$ cat src/thv_pkg.sv
`timescale 1ns / 1ps

package thv_pkg;

  localparam logic [31:0] ENDIAN_NATIVE   = 32'h0403_0201;
  localparam logic [31:0] ENDIAN_REVERSED = 32'h0102_0304;
  localparam logic [63:0] ID_HIGH         = 64'hAB4B_5458_2031_31BB;
  localparam logic [31:0] ID_LOW          = 32'h0D0A_1A0A;

  localparam logic [3:0] ERR_NONE       = 4'd0;
  localparam logic [3:0] ERR_IDENTIFIER = 4'd1;
  localparam logic [3:0] ERR_TYPE_SIZE  = 4'd2;
  localparam logic [3:0] ERR_ENDIAN     = 4'd3;
  localparam logic [3:0] ERR_TYPE_FMT   = 4'd4;
  localparam logic [3:0] ERR_EXTENT     = 4'd5;
  localparam logic [3:0] ERR_CUBE_DIM   = 4'd6;
  localparam logic [3:0] ERR_FACES      = 4'd7;
  localparam logic [3:0] ERR_LEVELS     = 4'd8;

  localparam logic [1:0] DIMS_1 = 2'd1;
  localparam logic [1:0] DIMS_2 = 2'd2;
  localparam logic [1:0] DIMS_3 = 2'd3;

  localparam logic [1:0] TGT_1D   = 2'd0;
  localparam logic [1:0] TGT_2D   = 2'd1;
  localparam logic [1:0] TGT_3D   = 2'd2;
  localparam logic [1:0] TGT_CUBE = 2'd3;

  typedef struct packed {
    logic [63:0] identifier_high;
    logic [31:0] identifier_low;
    logic [31:0] endian_word;
    logic [31:0] element_type;
    logic [31:0] element_type_size;
    logic [31:0] pixel_format;
    logic [31:0] width_raw;
    logic [31:0] height_raw;
    logic [31:0] depth_raw;
    logic [31:0] faces_raw;
    logic [31:0] levels_raw;
  } in_word_t;

  typedef struct packed {
    logic        header_ok;
    logic [3:0]  error_kind;
    logic [1:0]  dimensions;
    logic [1:0]  target_kind;
    logic        is_compressed;
    logic        make_mipmaps;
    logic [31:0] width_fixed;
    logic [31:0] height_fixed;
    logic [31:0] depth_fixed;
    logic [31:0] faces_fixed;
    logic [31:0] levels_fixed;
  } out_word_t;

  // Header fields after byte-order correction.
  typedef struct packed {
    logic        id_ok;
    logic        swap;
    logic        native;
    logic [31:0] gtype;
    logic [31:0] tsize;
    logic [31:0] gfmt;
    logic [31:0] w;
    logic [31:0] h;
    logic [31:0] d;
    logic [31:0] faces;
    logic [31:0] lv;
  } fixed_t;

  // Compare results and reduced values ready for the final decision.
  typedef struct packed {
    logic        id_ok;
    logic        swap;
    logic        native;
    logic        tsize_bad;
    logic        gtype_zero;
    logic        gfmt_zero;
    logic        w_zero;
    logic        h_nz;
    logic        d_nz;
    logic        faces6;
    logic        faces1;
    logic        gen;
    logic        sh_big;
    logic [4:0]  sh;
    logic [31:0] maxd;
    logic [31:0] levels;
    logic [31:0] w;
    logic [31:0] h;
    logic [31:0] d;
    logic [31:0] faces;
  } flags_t;

  function automatic logic [31:0] bswap32(input logic [31:0] x);
    return {x[7:0], x[15:8], x[23:16], x[31:24]};
  endfunction

endpackage

$ cat src/thv_swap_stage.sv
`timescale 1ns / 1ps

module thv_swap_stage (
  input  logic              clk,
  input  logic              rst_n,
  input  logic              ld,
  input  logic              in_valid,
  input  thv_pkg::in_word_t in_word,
  output logic              valid_r,
  output thv_pkg::fixed_t   data_r
);

  logic            valid_nxt;
  logic            swap;
  thv_pkg::fixed_t data_nxt;

  function automatic logic [31:0] fix(input logic [31:0] v, input logic s);
    return s ? thv_pkg::bswap32(v) : v;
  endfunction

  always_comb begin
    swap               = (in_word.endian_word == thv_pkg::ENDIAN_REVERSED);
    data_nxt.id_ok     = (in_word.identifier_high == thv_pkg::ID_HIGH) &&
                         (in_word.identifier_low == thv_pkg::ID_LOW);
    data_nxt.swap      = swap;
    data_nxt.native    = (in_word.endian_word == thv_pkg::ENDIAN_NATIVE);
    data_nxt.gtype     = fix(in_word.element_type, swap);
    data_nxt.tsize     = fix(in_word.element_type_size, swap);
    data_nxt.gfmt      = fix(in_word.pixel_format, swap);
    data_nxt.w         = fix(in_word.width_raw, swap);
    data_nxt.h         = fix(in_word.height_raw, swap);
    data_nxt.d         = fix(in_word.depth_raw, swap);
    data_nxt.faces     = fix(in_word.faces_raw, swap);
    data_nxt.lv        = fix(in_word.levels_raw, swap);
    valid_nxt          = ld ? in_valid : valid_r;
  end

  always_ff @(posedge clk) begin
    if (!rst_n) begin
      valid_r <= 1'b0;
    end else begin
      valid_r <= valid_nxt;
    end
  end

  always_ff @(posedge clk) begin
    if (ld) begin
      data_r <= data_nxt;
    end
  end

endmodule

$ cat src/thv_check_stage.sv
`timescale 1ns / 1ps

module thv_check_stage (
  input  logic            clk,
  input  logic            rst_n,
  input  logic            ld,
  input  logic            in_valid,
  input  thv_pkg::fixed_t in_data,
  output logic            valid_r,
  output thv_pkg::flags_t data_r
);

  logic            valid_nxt;
  logic [31:0]     max_wh;
  logic [31:0]     levels_m1;
  thv_pkg::flags_t data_nxt;

  always_comb begin
    max_wh              = (in_data.h > in_data.w) ? in_data.h : in_data.w;
    data_nxt.id_ok      = in_data.id_ok;
    data_nxt.swap       = in_data.swap;
    data_nxt.native     = in_data.native;
    data_nxt.tsize_bad  = !(in_data.tsize inside {32'd1, 32'd2, 32'd4});
    data_nxt.gtype_zero = (in_data.gtype == '0);
    data_nxt.gfmt_zero  = (in_data.gfmt == '0);
    data_nxt.w_zero     = (in_data.w == '0);
    data_nxt.h_nz       = (in_data.h != '0);
    data_nxt.d_nz       = (in_data.d != '0);
    data_nxt.faces6     = (in_data.faces == 32'd6);
    data_nxt.faces1     = (in_data.faces == 32'd1);
    data_nxt.gen        = (in_data.lv == '0);
    // A zero level count stands for one level, so the shift is then zero.
    levels_m1           = data_nxt.gen ? '0 : (in_data.lv - 32'd1);
    data_nxt.sh_big     = (levels_m1[31:5] != '0);
    data_nxt.sh         = levels_m1[4:0];
    data_nxt.maxd       = (in_data.d > max_wh) ? in_data.d : max_wh;
    data_nxt.levels     = data_nxt.gen ? 32'd1 : in_data.lv;
    data_nxt.w          = in_data.w;
    data_nxt.h          = in_data.h;
    data_nxt.d          = in_data.d;
    data_nxt.faces      = in_data.faces;
    valid_nxt           = ld ? in_valid : valid_r;
  end

  always_ff @(posedge clk) begin
    if (!rst_n) begin
      valid_r <= 1'b0;
    end else begin
      valid_r <= valid_nxt;
    end
  end

  always_ff @(posedge clk) begin
    if (ld) begin
      data_r <= data_nxt;
    end
  end

endmodule

$ cat src/thv_decide_stage.sv
`timescale 1ns / 1ps

module thv_decide_stage (
  input  logic               clk,
  input  logic               rst_n,
  input  logic               ld,
  input  logic               in_valid,
  input  thv_pkg::flags_t    in_data,
  output logic               valid_r,
  output thv_pkg::out_word_t data_r
);

  logic               valid_nxt;
  logic               too_many;
  logic [3:0]         err;
  thv_pkg::out_word_t data_nxt;

  always_comb begin
    too_many = in_data.sh_big || (in_data.maxd < (32'd1 << in_data.sh));

    if (!in_data.id_ok) begin
      err = thv_pkg::ERR_IDENTIFIER;
    end else if (in_data.swap && in_data.tsize_bad) begin
      err = thv_pkg::ERR_TYPE_SIZE;
    end else if (!in_data.swap && !in_data.native) begin
      err = thv_pkg::ERR_ENDIAN;
    end else if (in_data.gtype_zero != in_data.gfmt_zero) begin
      err = thv_pkg::ERR_TYPE_FMT;
    end else if (in_data.w_zero || (in_data.d_nz && !in_data.h_nz)) begin
      err = thv_pkg::ERR_EXTENT;
    end else if (in_data.faces6 && (in_data.d_nz || !in_data.h_nz)) begin
      err = thv_pkg::ERR_CUBE_DIM;
    end else if (!in_data.faces6 && !in_data.faces1) begin
      err = thv_pkg::ERR_FACES;
    end else if (too_many) begin
      err = thv_pkg::ERR_LEVELS;
    end else begin
      err = thv_pkg::ERR_NONE;
    end

    if (in_data.d_nz) begin
      data_nxt.dimensions  = thv_pkg::DIMS_3;
      data_nxt.target_kind = thv_pkg::TGT_3D;
    end else if (in_data.h_nz) begin
      data_nxt.dimensions  = thv_pkg::DIMS_2;
      data_nxt.target_kind = in_data.faces6 ? thv_pkg::TGT_CUBE : thv_pkg::TGT_2D;
    end else begin
      data_nxt.dimensions  = thv_pkg::DIMS_1;
      data_nxt.target_kind = thv_pkg::TGT_1D;
    end

    data_nxt.header_ok     = (err == thv_pkg::ERR_NONE);
    data_nxt.error_kind    = err;
    data_nxt.is_compressed = in_data.gtype_zero && in_data.gfmt_zero;
    data_nxt.make_mipmaps  = in_data.gen;
    data_nxt.width_fixed   = in_data.w;
    data_nxt.height_fixed  = in_data.h;
    data_nxt.depth_fixed   = in_data.d;
    data_nxt.faces_fixed   = in_data.faces;
    data_nxt.levels_fixed  = in_data.levels;
    valid_nxt              = ld ? in_valid : valid_r;
  end

  always_ff @(posedge clk) begin
    if (!rst_n) begin
      valid_r <= 1'b0;
    end else begin
      valid_r <= valid_nxt;
    end
  end

  always_ff @(posedge clk) begin
    if (ld) begin
      data_r <= data_nxt;
    end
  end

endmodule

$ cat src/texture_header_validator.sv
`timescale 1ns / 1ps
// Texture header validator.
// The input channel (in_valid, in_stall, in_word) carries the parsed fields
// of one texture file header per word. The output channel (out_valid,
// out_stall, out_word) returns one word per header: the pass flag, the
// first failing check as an error code, and the byte-order corrected and
// derived fields.
// A word passes through three register stages: byte-order correction and
// identifier compare, field compares and maximum dimension, then the level
// limit and the error priority into the output register. A word is loaded
// into the first stage at its accepting edge, and out_valid rises once it
// has moved on through the second stage into the output register.
// One word is taken every cycle while in_stall is low.
// Each stage holds its word while the stage after it is full and stalled,
// so an empty stage still takes a word; in_stall rises only when all three
// stages are full and out_stall is high. No word is lost or repeated.
// Reset clears the stage valid bits, leaving the pipeline empty.

module texture_header_validator (
  input  logic               clk,
  input  logic               rst_n,
  input  logic               in_valid,
  output logic               in_stall,
  input  thv_pkg::in_word_t  in_word,
  output logic               out_valid,
  input  logic               out_stall,
  output thv_pkg::out_word_t out_word
);

  logic            v1;
  logic            v2;
  logic            en1;
  logic            en2;
  logic            en3;
  thv_pkg::fixed_t s1_data;
  thv_pkg::flags_t s2_data;

  assign en3      = !out_valid || !out_stall;
  assign en2      = !v2 || en3;
  assign en1      = !v1 || en2;
  assign in_stall = !en1;

  thv_swap_stage u_swap (
    .clk      (clk),
    .rst_n    (rst_n),
    .ld       (en1),
    .in_valid (in_valid),
    .in_word  (in_word),
    .valid_r  (v1),
    .data_r   (s1_data)
  );

  thv_check_stage u_check (
    .clk      (clk),
    .rst_n    (rst_n),
    .ld       (en2),
    .in_valid (v1),
    .in_data  (s1_data),
    .valid_r  (v2),
    .data_r   (s2_data)
  );

  thv_decide_stage u_decide (
    .clk      (clk),
    .rst_n    (rst_n),
    .ld       (en3),
    .in_valid (v2),
    .in_data  (s2_data),
    .valid_r  (out_valid),
    .data_r   (out_word)
  );

endmodule
$ cat config.mk
export PLATFORM = sky130hd
export DESIGN_NAME = texture_header_validator
export DESIGN_NICKNAME = d
export VERILOG_FILES = /design/src/thv_pkg.sv /design/src/thv_swap_stage.sv /design/src/thv_check_stage.sv /design/src/thv_decide_stage.sv /design/src/texture_header_validator.sv
export SDC_FILE = /design/constraint.sdc
export NUM_CORES = 1
export LEC_CHECK = 0
export BUFFER_PORTS_ARGS = -buffer_cell sky130_fd_sc_hd__buf_2
export CORE_ASPECT_RATIO = 0.75
export CORE_UTILIZATION = 55
export CTS_CLUSTER_SIZE = 16
export DETAILED_ROUTE_END_ITERATION = 8
export PLACE_DENSITY = 0.82
export SETUP_SLACK_MARGIN = 0.5
export SLEW_MARGIN = 15
export SYNTH_ARGS = -nofsm -noshare
export SYNTH_HDL_FRONTEND = slang
export SYNTH_HIERARCHICAL = 1
export SYNTH_SLANG_ARGS = --single-unit
$ cat constraint.sdc
create_clock -name clk -period 14.9 [get_ports clk]
set_input_delay 2.98 -clock clk [delete_from_list [all_inputs] [get_ports clk]]
set_output_delay 2.98 -clock clk [all_outputs]
set_load 0.02 [all_outputs]
==> results by group <==
Critical path
  – Critical path type: in -> reg
  – Crit. Startpoint: in_word[274]
  – Crit path launch type: input pin
  – Top Family by Delay on Critical Path: buffers and inverters
  – Critical-path maximum fanout: 82
  – Worst EP required: 15.26 ns
  – Worst path max stage delay: 0.93 ns
  – Worst path cell trace: buf_2, nor4_1, nand2_1, nor3_4, buf_4, buf_4, mux2_2
  – Critical Path AT: 6.85 ns
  – Slowest cell on crit path: buf_4
  – FF-to-FF Start: u_swap/data_r[135]
  – Nature of the critical path endpoint: flip-flop
  – Critical path's most frequent cell: buf_4
  – CP Buf/Inv Count: 3

Synthesis
  – Syn Inst Count: 1701
  – FF+latch count, synth: 643
  – Post-synthesis cell type count: 68
  – Synthesized area per cell: 16.1 µm²
  – Main flop type after synthesis: edfxtp_1
  – Fraction of registers with async set or reset after synthesis: 0
  – Warnings, synthesis: 6
  – Syn Nets: 2187
  – Seq/Total Area, Yosys: 0.703
  – Post-synth EDFFs: 640
  – Post-Synthesis Cell Area: 27400 µm²

Clock network
  – Total clock sinks: 643
  – Cts hold-fix bufs: 0
  – Clk Latency, worst-skew pair: 0.62 ns
  – CTS Buf Count: 59
  – CTS tree: done
  – Max H-tree Level: 2
  – Clk root buf: clkbuf_16
  – Post-cts sizing count: 0
  – Clk pin slew, worst setup/hold paths: 0.07 ns
  – CTS max path bufs: 3
  – Post-CTS setup buffer count: 0

Job
  – Max Cap Viol: 0

Floorplanning
  – Core ar.: 49000 µm²
  – Die Height: 195 µm
  – Row cnt: 70
  – Io pins: 561
  – Overall die area: 50800 µm²
  – Die Span X: 260 µm
  – Initial core utilization: 0.560

Route
  – Vias: 17500
  – Antenna Nets Post-Route: 0
  – Routed WL per cell: 24.1 µm
  – DRC Markers: 0
  – Final wirelength: 71.4 mm
  – DR iter-0 viols: 1621
  – DR pass1 iterations: 5
  – Avg Vias per Cell: 5.91

Timing
  – Fin crit share: 0.436
  – Final Worst Setup Slack: 8.41 ns
  – Min Tclk post-route: 6.49 ns
  – Max-slew headroom: 0.225
  – Hold Fails Final Rpt: 0
  – Setup TNS: 0 ns
  – # setup viols final: 0
  – Fmax: 154 MHz
  – Max-slew violations: 0
  – Slew at the pin closest to its max-slew limit: 1.16 ns
  – Final Skew: 0.0181 ns
  – RSZ-0062 raised after global routing: no

Final layout
  – Fin area: 32800 µm²
  – Most frequent cells in the layout: 640 x edfxtp_1, 560 x buf_2, 256 x mux2_2
  – Area grow syn2layout: 19.6%
  – Final #Nets: 2740
  – Commonest non-fill, non-tap cell in the layout: edfxtp_1
  – Share of cells above drive strength 1: 0.412
  – Non-filler cells, final: 2958

Placement
  – Port-buffer cells: 560
  – Placed wire-length estimate: 51.9 mm
  – Placed Instances: 2841
  – Post-DP Area: 30800 µm²
  – GPL Wtd Cong: 0.929
  – Pre-CTS WS: 7.85 ns

Hold path
  – Hold path startpoint: u_check/data_r[96]
  – Hold Crit Class: reg -> reg

GRT
  – First-pass GRT wire length: 104 mm
  – Overall routing resource usage: 0.278
  – Pin count of the biggest net entering global routing: 178
  – Vias in the first global route: 17500
  – Initial antenna violation count: 8
  – GRT overflow: 0

Pwr
  – Switching power: 949 µW
  – Sw Share: 0.230
  – Leak Pwr: 0.0128 µW
  – Clock power share: 0.384
  – Peak supply drop: 103 µV
  – Pwr dens: 126 nW/µm²
  – Internal power component: 3180 µW
  – Share of total power in sequential cells: 0.527
  – Comb pwr share: 0.090

Status
  – Status: finished, final reports clean
## cell families (layout without fill, tap and decap cells)
kind of cell / count (synthesis) / count (layout) / share of synthesized area
adder cells (fa/ha/maj): 98 / 98 / 0.0447
AND/OR/NAND/NOR: 365 / 365 / 0.0770
buffers and inverters: 128 / 731 / 0.0231
AO/OA/AOI/OAI: 203 / 203 / 0.0445
other: 0 / 6 / 0
flip-flops: 643 / 643 / 0.703
multiplexers: 259 / 259 / 0.106
XOR/XNOR: 5 / 5 / 0.00160
## synthesized netlist by cell type, drive strengths merged, types with 4 or more instances
| library cell | number | share of area |
|---|---|---|
| o21a | 5 | 0.0016 |
| nor3b | 4 | 0.0011 |
| and4 | 4 | 0.0013 |
| nand4 | 48 | 0.011 |
| a21oi | 78 | 0.014 |
| o21ai | 49 | 0.0091 |
| ha | 98 | 0.045 |
| a21o | 4 | 0.0011 |
| nor3 | 14 | 0.0031 |
| nor4b | 10 | 0.0032 |
| nand2 | 67 | 0.0092 |
| nor2 | 32 | 0.0044 |
| and2 | 33 | 0.0075 |
| nor4bb | 7 | 0.0026 |
| nor4 | 70 | 0.016 |
| xnor2 | 4 | 0.0013 |
| o211ai | 4 | 0.0011 |
| buf | 49 | 0.012 |
| a2111oi | 4 | 0.0013 |
| a31oi | 34 | 0.0078 |
| edfxtp | 640 | 0.70 |
| nor2b | 8 | 0.0018 |
| clkbuf | 34 | 0.0047 |
| inv | 45 | 0.0062 |
| nand3 | 44 | 0.0080 |
| mux2 | 256 | 0.11 |
## area by class of cell
cell class              count  area [µm²]
diodes                      6        15.0
clock buffers              68        1510
clock inverters            43         533
fillers                  3367       16200
inverters                  45         169
multi-input cells         930        7560
flip-flops and latches    643       19300
well taps                 648         811
repair buffers            575        2930
## power groups by stage
stage | registers [µW] | clock network, µW | logic (µW)
3_5_place_dp | 2210 | 0 | 362
2_1_floorplan | 2220 | 0 | 185
4_1_cts | 2180 | 1610 | 365
3_3_place_gp | 2210 | 0 | 344
6_report | 2180 | 1580 | 371
5_1_grt | 2180 | 1680 | 402
## metrics by stage
stage / utilization / power [µW] / hold slack [ns]
final: 0.670 / 4130 / 0.413
after global routing: 0.670 / 4260 / 0.422
after CTS: 0.670 / 4150 / 0.415
after detailed placement: 0.628 / 2580 / 0.405
after global placement: 0.628 / 2550 / 0.401
after floorplan: - / 2400 / 0.400
## final timing paths
check / to / slack, ns / cells after the start
worst max-delay path: u_swap/data_r[146] / 8.41 / 7
worst min-delay path: u_decide/data_r[128] / 0.41 / 0
worst max register to register: u_check/data_r[175] / 8.91 / 15
worst min register to register: u_decide/data_r[128] / 0.41 / 0
## state kept, by name, summed over array words and instances, names as in the netlist
signal            count
u_check/data_r      210
u_swap/valid_r        1
u_decide/valid_r      1
u_swap/data_r       259
u_decide/data_r     171
u_check/valid_r       1
## layer usage
layer | GRT usage | routed length [µm] | vias up
li1 | - | - | 7866
met1 | 0.353 | 27200 | 8535
met2 | 0.469 | 35400 | 876
met3 | 0.0478 | 5400 | 201
met4 | 0.126 | 3390 | 2
met5 | 0 | 11 | -
(Power assumes the default switching activity.)
